==> src/hw/rtl/hicp_pkg.sv <==
// Shared types and constants for the hash index overflow chain core.
package hicp_pkg;

    localparam int DEF_MAX_BUCKETS       = 256;
    localparam int DEF_POOL_PAGES        = 1024;
    localparam int DEF_MAX_RECS_PER_PAGE = 8;
    localparam int DEF_PAYLOAD_BITS      = 64;

    localparam int KEY_W      = 31;
    localparam int BC_W       = 9;
    localparam int RPP_W      = 4;
    localparam int CFG_IDX_W  = 1;
    localparam int CFG_DATA_W = 9;
    localparam int DIV_CNT_W  = 5;

    localparam logic [BC_W-1:0]      BC_RESET          = 9'd256;
    localparam logic [RPP_W-1:0]     RPP_RESET         = 4'd8;
    localparam logic [CFG_IDX_W-1:0] REG_BUCKET_COUNT  = 1'd0;
    localparam logic [CFG_IDX_W-1:0] REG_RECS_PER_PAGE = 1'd1;
    localparam logic                 MODE_INSERT       = 1'b0;
    localparam logic                 MODE_LOOKUP       = 1'b1;

    typedef enum logic [1:0] {
        STATUS_OK        = 2'd0,
        STATUS_NOT_FOUND = 2'd1,
        STATUS_POOL_FULL = 2'd2
    } status_t;

    typedef enum logic [1:0] {
        RES_OK,
        RES_NOT_FOUND,
        RES_POOL_FULL,
        RES_FOUND
    } res_t;

    typedef enum logic [3:0] {
        ST_IDLE,
        ST_DIV,
        ST_HEAD_RD,
        ST_HEAD_CHK,
        ST_META_RD,
        ST_META_CHK,
        ST_LINK,
        ST_ALLOC,
        ST_SCAN_RD,
        ST_SCAN_CHK,
        ST_DONE
    } state_t;

    typedef struct packed {
        logic start;
        logic div_step;
        logic page_from_head;
        logic page_from_next;
        logic head_wr;
        logic link_wr;
        logic alloc_wr;
        logic rec_app;
        logic idx_clr;
        logic idx_inc;
        logic res_set;
        res_t res_kind;
        logic res_load;
    } dp_cmd_t;

    typedef struct packed {
        logic mode;
        logic div_last;
        logic head_valid;
        logic pool_full;
        logic next_valid;
        logic page_full;
        logic idx_end;
        logic key_match;
        logic out_hold;
    } dp_sts_t;

endpackage

==> src/hw/rtl/hicp_ctrl.sv <==
// Operation sequencer for the hash index overflow chain core.
module hicp_ctrl (
    input  logic              clk,
    input  logic              rst_n,
    input  logic              in_valid,
    output logic              in_stall,
    input  hicp_pkg::dp_sts_t sts,
    output hicp_pkg::dp_cmd_t cmd
);
    import hicp_pkg::*;

    state_t state_reg;
    state_t state_next;

    always_ff @(posedge clk or negedge rst_n)
    begin
        if (!rst_n)
        begin
            state_reg <= ST_IDLE;
        end
        else
        begin
            state_reg <= state_next;
        end
    end

    assign in_stall = (state_reg != ST_IDLE);

    always_comb
    begin
        state_next = state_reg;
        cmd        = '0;
        unique case (state_reg)
            ST_IDLE:
            begin
                if (in_valid)
                begin
                    cmd.start  = 1'b1;
                    state_next = ST_DIV;
                end
            end
            ST_DIV:
            begin
                cmd.div_step = 1'b1;
                if (sts.div_last)
                begin
                    state_next = ST_HEAD_RD;
                end
            end
            ST_HEAD_RD:
            begin
                state_next = ST_HEAD_CHK;
            end
            ST_HEAD_CHK:
            begin
                if (!sts.head_valid)
                begin
                    cmd.res_set = 1'b1;
                    state_next  = ST_DONE;
                    if (sts.mode == MODE_LOOKUP)
                    begin
                        cmd.res_kind = RES_NOT_FOUND;
                    end
                    else if (sts.pool_full)
                    begin
                        cmd.res_kind = RES_POOL_FULL;
                    end
                    else
                    begin
                        cmd.head_wr  = 1'b1;
                        cmd.alloc_wr = 1'b1;
                        cmd.res_kind = RES_OK;
                    end
                end
                else
                begin
                    cmd.page_from_head = 1'b1;
                    state_next         = ST_META_RD;
                end
            end
            ST_META_RD:
            begin
                state_next = ST_META_CHK;
            end
            ST_META_CHK:
            begin
                if (sts.mode == MODE_LOOKUP)
                begin
                    cmd.idx_clr = 1'b1;
                    state_next  = ST_SCAN_RD;
                end
                else if (sts.next_valid)
                begin
                    cmd.page_from_next = 1'b1;
                    state_next         = ST_META_RD;
                end
                else if (sts.page_full)
                begin
                    if (sts.pool_full)
                    begin
                        cmd.res_set  = 1'b1;
                        cmd.res_kind = RES_POOL_FULL;
                        state_next   = ST_DONE;
                    end
                    else
                    begin
                        state_next = ST_LINK;
                    end
                end
                else
                begin
                    cmd.rec_app  = 1'b1;
                    cmd.res_set  = 1'b1;
                    cmd.res_kind = RES_OK;
                    state_next   = ST_DONE;
                end
            end
            ST_LINK:
            begin
                cmd.link_wr = 1'b1;
                state_next  = ST_ALLOC;
            end
            ST_ALLOC:
            begin
                cmd.alloc_wr = 1'b1;
                cmd.res_set  = 1'b1;
                cmd.res_kind = RES_OK;
                state_next   = ST_DONE;
            end
            ST_SCAN_RD:
            begin
                if (sts.idx_end)
                begin
                    if (sts.next_valid)
                    begin
                        cmd.page_from_next = 1'b1;
                        state_next         = ST_META_RD;
                    end
                    else
                    begin
                        cmd.res_set  = 1'b1;
                        cmd.res_kind = RES_NOT_FOUND;
                        state_next   = ST_DONE;
                    end
                end
                else
                begin
                    state_next = ST_SCAN_CHK;
                end
            end
            ST_SCAN_CHK:
            begin
                if (sts.key_match)
                begin
                    cmd.res_set  = 1'b1;
                    cmd.res_kind = RES_FOUND;
                    state_next   = ST_DONE;
                end
                else
                begin
                    cmd.idx_inc = 1'b1;
                    state_next  = ST_SCAN_RD;
                end
            end
            ST_DONE:
            begin
                if (!sts.out_hold)
                begin
                    cmd.res_load = 1'b1;
                    state_next   = ST_IDLE;
                end
            end
            default:
            begin
                state_next = ST_IDLE;
            end
        endcase
    end

    assert property (@(posedge clk) disable iff (!rst_n)
        state_reg == ST_DIV && !sts.div_last |=> state_reg == ST_DIV)
        else $error("divider left early");

    assert property (@(posedge clk) disable iff (!rst_n)
        state_reg == ST_LINK |=> state_reg == ST_ALLOC)
        else $error("link not followed by page allocation");

    assert property (@(posedge clk) disable iff (!rst_n)
        state_reg == ST_DONE && sts.out_hold |=> state_reg == ST_DONE)
        else $error("result dropped while output held");

endmodule

==> config.mk <==
export PLATFORM = sky130hd
export DESIGN_NAME = hicp_ctrl
export DESIGN_NICKNAME = d
export VERILOG_FILES = /design/src/hw/rtl/hicp_pkg.sv /design/src/hw/rtl/hicp_ctrl.sv
export SDC_FILE = /design/constraint.sdc
export NUM_CORES = 1
export LEC_CHECK = 0
export BUFFER_PORTS_ARGS = -buffer_cell sky130_fd_sc_hd__buf_4
export CORE_AREA = 5 5 43 45
export DETAILED_ROUTE_END_ITERATION = 16
export DIE_AREA = 0 0 48 50
export PLACE_DENSITY = 0.7
export SYNTH_ARGS = -nofsm -noshare
export SYNTH_HDL_FRONTEND = slang
export SYNTH_SLANG_ARGS = --single-unit
==> constraint.sdc <==
create_clock -name clk -period 1.5 [get_ports clk]
set_input_delay 0.3 -clock clk [delete_from_list [all_inputs] [get_ports clk]]
set_output_delay 0.3 -clock clk [all_outputs]
set_load 0.02 [all_outputs]
==> results of run 1 <==
-- cells by family after synthesis --
kind of cell           after synthesis
AOI/OAI and AO/OA                   18
buffers and inverters                8
DFF                                  4
muxes                                1
and+or+nand+nor                     43
-- stage by stage --
stage | setup WS (ns) | hold WS [ns] | TNS (ns) | util
4_1_cts | -0.390 | 0.278 | -3.78 | 0.852
3_5_place_dp | -0.186 | 0.0974 | -0.954 | 0.607
3_3_place_gp | -0.169 | 0.0978 | -0.795 | 0.607
2_1_floorplan | -0.206 | 0.00441 | -0.848 | -
-- repair_timing --
action                                  CTS
hold buffers                              1
resized for setup                        52
endpoints found under the hold margin     4
buffers inserted                         14
endpoints found under the setup margin   16
pin swaps                                14
==> results.txt, run 1 <==
CTS Buf Count -> 3
Yosys warnings -> 0
Gate Count Post-Synth -> 74
count of cell types in the netlist -> 32
post-synthesis mux area share -> 0.0193
I/O Pins -> 27
Error -> [ERROR DPL-0033] detailed placement checks failed during check placement.
Chip Height -> 50 um
dpl cells -> 130
Initial Util -> 0.361
Post-Synthesis Cell Area -> 518 um2
async set-or-reset flop fraction in the synthesized netlist -> 1.00
chip width -> 48 um
Halt Stage -> 5_1_grt
Longest Clk Path Bufs -> 2
top-count cell post-synth -> nor2_1
status -> stopped before the end
H-Tree Depth -> 1
PortBufs -> 26
complex-gate fraction of the synthesized area -> 0.225
largest net degree at the start of global routing -> 13
hpwl dp -> 1.41 mm
adder-cell area share of the yosys netlist -> 0
dpl cell area -> 872 um2
number of flops mapped to enable cells by yosys -> 0
largest family of logic cells by synthesized area -> simple AND/OR/NAND/NOR gates
syn nets -> 86
Synth Register Bits -> 4
Synth top area share -> 0.193
clock sink total -> 4
Clock Tree Root -> clkbuf_4
average footprint of a synthesized cell -> 7.00 um2
top_reg_cell synth -> dfrtp_1
GPL Wtd Cong -> 0.827
register area share after synthesis -> 0.193
Yosys top cell by area -> dfrtp_1
top cells by area, synth -> dfrtp_1, nand2b_1, o21ai_0
row count -> 14
WEP type -> primary output
Post-Synth XOR/XNOR Area -> 0
Commonest cells post-synth -> nor2_1, nand2b_1, o21ai_0
antenna violations before repair -> 0
post-synthesis simple-gate area fraction -> 0.495
Worst EP post-GRT repair -> cmd[7]
==> run 2, diff against run 1 <==
- CORE_AREA: 5 5 43 45 -> 5 5 66 68
- DIE_AREA: 0 0 48 50 -> 0 0 71 73
- PLACE_DENSITY: 0.7 -> not set
- PLACE_DENSITY_LB_ADDON: not set -> 0.15
- clock period: 1.5 -> 2 ns (I/O delays scaled with it)
==> run 2 against run 1 <==
Compared with the run above: the flow now finishes, with violations (setup timing); synthesized cell count unchanged; area after synthesis unchanged.
==> results.txt, run 2 <==
max FFs per register -> 4
Commonest cells post-synth -> nor2_1, nand2b_1, o21ai_0
core area -> 3800 um2
top_reg_cell synth -> dfrtp_1
worst slew pin tran -> 0.363 ns
DRC -> 0
routed vias/inst -> 4.34
Critical Path AT -> 1.64 ns
average footprint of a synthesized cell -> 7.00 um2 (unchanged)
post-route ant nets -> 0
Yosys warnings -> 0 (unchanged)
number of flops mapped to enable cells by yosys -> 0 (unchanged)
post-detailed-routing wire length -> 2.32 mm
count of cell types in the netlist -> 32 (unchanged)
total power -> 1.14 mW
Clock transition at path regs -> 0.03 ns
I/O Pins -> 27 (unchanged)
Tot GR Track Use -> 0.0892
Hold WS -> 0.394 ns
DR WL/cell -> 13.9 um
Synth Register Bits -> 4 (unchanged)
PwrDens -> 1100 nW/um2
CP Capture Type -> output port
top cells by area, synth -> dfrtp_1, nand2b_1, o21ai_0
GPL Wtd Cong -> 0.746 (-9.8%)
Area Growth Syn to Fin -> 101%
final worst slack -> -0.0420 ns
Synth top area share -> 0.193 (unchanged)
hpwl dp -> 1.80 mm (+28%)
clock sink total -> 4 (unchanged)
via count -> 724
chip width -> 71 um (+48%)
peak supply drop -> 0.570 mV
H-Tree Depth -> 1 (unchanged)
layout cells sized above 1 -> 0.530
initial drt markers -> 25
vias in the first global route -> 716
row count -> 23 (+9)
CTS Buf Count -> 3 (unchanged)
Tmin final -> 2.04 ns
GRT overflow -> 0
Initial Util -> 0.136 (-0.224)
Max-Cap Viols -> 0
crit share post-route -> 1.02
register area share after synthesis -> 0.193 (unchanged)
max-slew violations -> 0
antenna violations before repair -> 0
ant diodes -> 0
largest net degree at the start of global routing -> 10
Setup CP Type -> register to output port
Gate Count Post-Synth -> 74 (unchanged)
PortBufs -> 26 (unchanged)
critical register-to-register path startpoint -> state_reg[2]
top-count cell post-synth -> nor2_1
Reg area -> 103 um2
die area -> 5180 um2
most common cell after layout, fill and taps aside -> buf_4
post-route cell area -> 1040 um2
Filler Cell Count -> 434
first-pass GRT wire length -> 3.61 mm
Longest Clk Path Bufs -> 2 (unchanged)
Yosys top cell by area -> dfrtp_1
syn nets -> 86 (unchanged)
CTS tree -> yes
final std cells w/o fill -> 167
Clock Latency Late Sink -> 0.22 ns
worst endpoint required time -> 1.60 ns
DRT Pass-1 Iters -> 4
Chip Height -> 73 um (+46%)
dpl cells -> 156 (+20%)
worst hold path type -> input pin to register
fmax -> 0.490 GHz
hold wc startpoint -> sts[7]
async set-or-reset flop fraction in the synthesized netlist -> 1.00 (unchanged)
Worst setup SP type -> register
unrepaired setup endpoints after global routing -> yes
slew margin rel. -> 0.755
status -> finished with violations
most frequent cells in the layout -> buf_4, nor2_1, o21ai_0
leakage power total -> 0.465 nW
Finish-stage setup viols -> 3
nets@finish -> 131
worst-path fanout max -> 4
violated checks -> setup timing
Final Hold Viols -> 0
dpl cell area -> 831 um2 (-4.7%)
Post-Synthesis Cell Area -> 518 um2 (unchanged)
launch point of the worst path -> state_reg[0]
Multi-input gate area -> 463 um2
pre-CTS setup slack -> 0.0929 ns (+0.279 ns)
clk_skew -> 0.00541 ns
Clock Tree Root -> clkbuf_8
## run 2: cell counts after synthesis
No cell type changed its count.
## run 2: worst paths after layout
path / depth (start not counted) / slack [ns] / end
worst max register to register: 6 / 0.50 / state_reg[3]
worst max-delay path: 5 / -0.04 / cmd[2]
max in group asynchronous: 2 / 1.36 / state_reg[3]
worst min-delay path: 2 / 0.39 / state_reg[0]
worst min register to register: 2 / 0.72 / state_reg[0]
min in group asynchronous: 2 / 0.52 / state_reg[1]
## run 2: critical path: stages, from the launching register on
cell	delay [ns]
dfrtp_1	0.41
nand2_2	0.13
or4_4	0.46
a2bb2oi_1	0.15
o21ai_1	0.11
buf_4	0.15
## run 2: final cells by class
type,count,share of cell area
Clock buffer,3,0.0397
Timing Repair Buffer,44,0.343
Inverter,4,0.0144
Sequential cell,4,0.0986
Multi-Input combinational cell,62,0.445
Tap cell,50,0.0601
## run 2: cell families (layout without fill, tap and decap cells)
kind of cell	after synthesis	after routing	synth area share
simple gates	43	43	0.495
compound gates	18	18	0.225
buf+inv	8	51	0.0676
flops	4	4	0.193
mux	1	1	0.0193
## run 2: through the flow
step | utilization | TNS [ns]
global placement | 0.219 | 0
detailed placement | 0.219 | 0
global route | 0.274 | -0.362
floorplan | - | 0
finish | 0.274 | -0.0843
CTS | 0.255 | -0.0636
## run 2: power breakdown
part / total (mW) / internal (mW) / switching, mW
clock network: 0.169 / 0.128 / 0.0412
logic: 0.816 / 0.404 / 0.413
registers: 0.157 / 0.115 / 0.0422
## run 2: metal layers
layer | GRT usage | share of wire | up-vias
met1 | 0.120 | 0.48 | 329
li1 | - | - | 358
met2 | 0.138 | 0.44 | 35
met4 | 0.0251 | 0.0082 | 0
met5 | 0 | 0 | -
met3 | 0.0262 | 0.074 | 2
## run 2: repair_timing
action,4_1_cts,5_1_grt
resized for setup,6,16
pin swaps,1,2
setup endpoints to repair,6,6
hold buffers,1,0
endpoints found under the hold margin,4,0
gates cloned,0,0
buffers inserted,7,0
(Power assumes the default switching activity.)
==> run 3, diff against run 2 <==
- ABC_AREA: not set -> 1
==> run 3 against run 2 <==
Compared with the run above: the run now ends clean; routed wire length is 27% lower; non-clock buffer count is 17 lower; worst hold slack better by 0.068 ns; clock-buffer cell count stayed put; highest routed layer unchanged; critical path type unchanged; total power is 19% lower; clock power is 3% lower.
==> results.txt, run 3 <==
status -> finished clean
Tmin final -> 1.85 ns (-0.193 ns)
worst endpoint required time -> 1.60 ns (about the same)
Hold Path Depth -> 4 (+2)
post-synthesis simple-gate area fraction -> 0.570 (+0.0744)
H-Tree Depth -> 1 (unchanged)
top_reg_cell synth -> dfrtp_1
DRT Pass-1 Iters -> 2 (-2)
top cells by area, synth -> nand2_1, dfrtp_1, nor2_1
unrepaired setup endpoints after global routing -> no
first-pass GRT wire length -> 2.86 mm (-21%)
family with the most delay on the worst path -> simple AND/OR/NAND/NOR gates
DRC -> 0 (unchanged)
nets@finish -> 132 (+0.76%)
CP peak stage delay -> 0.43 ns (-0.03 ns)
PwrDens -> 1160 nW/um2 (+5.3%)
Chip Height -> 73 um (unchanged)
top-count cell post-synth -> nand2_1
Post-Synth XOR/XNOR Area -> 0 (unchanged)
GPL Wtd Cong -> 0.841 (+13%)
Synth top area share -> 0.209 (+0.0155)
Final Hold Viols -> 0 (unchanged)
Critical Path AT -> 1.45 ns (-0.19 ns)
Hold Path End -> state_reg[0]
Gate Count Post-Synth -> 88 (+19%)
ant diodes -> 0 (unchanged)
Tot GR Track Use -> 0.0688 (-0.0204)
hpwl dp -> 1.55 mm (-14%)
PortBufs -> 26 (unchanged)
most frequent cells in the layout -> nand2_1, buf_4, nor2_1
largest family of logic cells by synthesized area -> simple AND/OR/NAND/NOR gates
largest net degree at the start of global routing -> 8 (-2)
critical register-to-register path startpoint -> state_reg[0]
Commonest cells post-synth -> nand2_1, nor2_1, inv_1
number of flops mapped to enable cells by yosys -> 0 (unchanged)
leakage power total -> 0.459 nW (-1.1%)
launch point of the worst path -> state_reg[0]
Clock transition at path regs -> 0.03 ns (about the same)
FF-to-FF End -> state_reg[1]
I/O Pins -> 27 (unchanged)
WP buf/inv -> 2 (+1)
Layout Utilization -> 0.210 (-0.0642)
CTS tree -> yes
register area share after synthesis -> 0.206 (+0.0129)
worst hold path type -> input pin to register
crit share post-route -> 0.924 (-0.0965)
Reg2Reg Depth -> 8 (+2)
clk_skew -> 0.00209 ns (-0.00332 ns)
Slowest cell on crit path -> dfrtp_1
initial drt markers -> 12 (-52%)
CP Capture Type -> output port
Post-CTS Setup Repair Bufs -> 0 (-7)
hold wc startpoint -> sts[7]
syn nets -> 100 (+16%)
DR WL/cell -> 10.1 um (-28%)
Synth Register Bits -> 4 (unchanged)
dpl cells -> 164 (+5.1%)
core area -> 3800 um2 (unchanged)
vias in the first global route -> 668 (-6.7%)
antenna violations before repair -> 0 (unchanged)
Area Growth Syn to Fin -> 64.2%
via count -> 636 (-12%)
routed vias/inst -> 3.79 (-13%)
async set-or-reset flop fraction in the synthesized netlist -> 1.00 (unchanged)
chip width -> 71 um (unchanged)
row count -> 23 (unchanged)
Finish-stage setup viols -> 0 (-3)
adder-cell area share of the yosys netlist -> 0 (unchanged)
complex-gate fraction of the synthesized area -> 0.101 (-0.124)
Yosys top cell by area -> nand2_1
most common cell after layout, fill and taps aside -> nand2_1
Worst setup SP type -> register
max-slew violations -> 0 (unchanged)
peak supply drop -> 0.253 mV (-56%)
fmax -> 0.541 GHz (+10%)
Yosys warnings -> 0 (unchanged)
worst-path fanout max -> 7 (+3)
CTS Buf Count -> 3 (unchanged)
slack of the worst reg-to-reg path -> 0.77 ns (+0.27 ns)
Clock Tree Root -> clkbuf_8
final std cells w/o fill -> 168 (+0.60%)
worst-path cell chain -> nor2_1 -> inv_1 -> nor2_1 -> nand3_1 -> o31ai_1 -> buf_4
Initial Util -> 0.128 (-0.00856)
Clock Latency Late Sink -> 0.21 ns (about the same)
post-detailed-routing wire length -> 1.69 mm (-27%)
die area -> 5180 um2 (unchanged)
Max-Cap Viols -> 0 (unchanged)
clock sink total -> 4 (unchanged)
max FFs per register -> 4 (unchanged)
post-synthesis mux area share -> 0 (-0.0193)
Longest Clk Path Bufs -> 2 (unchanged)
count of cell types in the netlist -> 19 (-41%)
Setup CP Type -> register to output port
Post-Synthesis Cell Area -> 485 um2 (-6.3%)
slew margin rel. -> 0.821 (+0.0664)
layout cells sized above 1 -> 0.339 (-0.191)
critical path's most frequent cell -> nor2_1
average footprint of a synthesized cell -> 5.52 um2 (-21%)
post-route ant nets -> 0 (unchanged)
worst slew pin tran -> 0.265 ns (-0.0973 ns)
setup TNS -> 0 ns (+0.0843 ns)
GRT overflow -> 0 (unchanged)
[run 3: what timing repair did]
action / 4_1_cts / 5_1_grt
hold buffers: 1 / 0
setup endpoints to repair: 0 / 3
resized for setup: 0 / 1
endpoints found under the hold margin: 4 / 0
[run 3: tightest hold or removal path: cells and delay by family]
family                 cells  cell delay, ns
and+or+nand+nor            2            0.13
buffers and inverters      2            0.10
[run 3: area by class of cell]
class / count / area [um2]
Inverter: 16 / 60.1
Clock buffer: 3 / 41.3
Multi-Input combinational cell: 68 / 328
Tap cell: 50 / 62.6
Sequential cell: 4 / 100
Fill cell: 448 / 3000
Timing Repair Buffer: 27 / 205
[run 3: metrics by stage]
step / setup WS (ns) / area [um2] / hold WS (ns) / power, mW
finish: 0.151 / 797 / 0.462 / 0.921
global route: 0.0239 / 797 / 0.500 / 1.02
CTS: 0.0938 / 795 / 0.473 / 0.936
detailed placement: 0.321 / 743 / 0.199 / 0.764
global placement: 0.270 / 743 / 0.200 / 0.771
floorplan: 0.363 / 485 / 0.104 / 0.552
[run 3: logic make-up (layout without fill, tap and decap cells)]
family | Yosys count | in the layout
AND/OR/NAND/NOR | 60 | 60
buffers and inverters | 16 | 46
AO/OA/AOI/OAI | 8 | 8
flip-flops | 4 | 4
[run 3: where the power goes]
group          internal, mW  switching, mW
clock network         0.128         0.0365
logic                 0.212          0.377
registers             0.118         0.0505
total                 0.458          0.464
[run 3: metal layers]
layer	track usage	wire length, um	up-vias
met5	0	0	-
met4	0.0292	17	0
met3	0.0138	70	2
met2	0.122	830	16
met1	0.0807	774	285
li1	-	-	333
[run 3: worst max path at each step]
stage	end	slack [ns]	cells past startpoint
6_report	cmd[10]	0.15	6
5_1_grt	cmd[7]	0.02	6
4_1_cts	cmd[2]	0.09	6
3_5_place_dp	cmd[2]	0.32	6
3_3_place_gp	cmd[2]	0.27	6
2_1_floorplan	cmd[10]	0.36	3
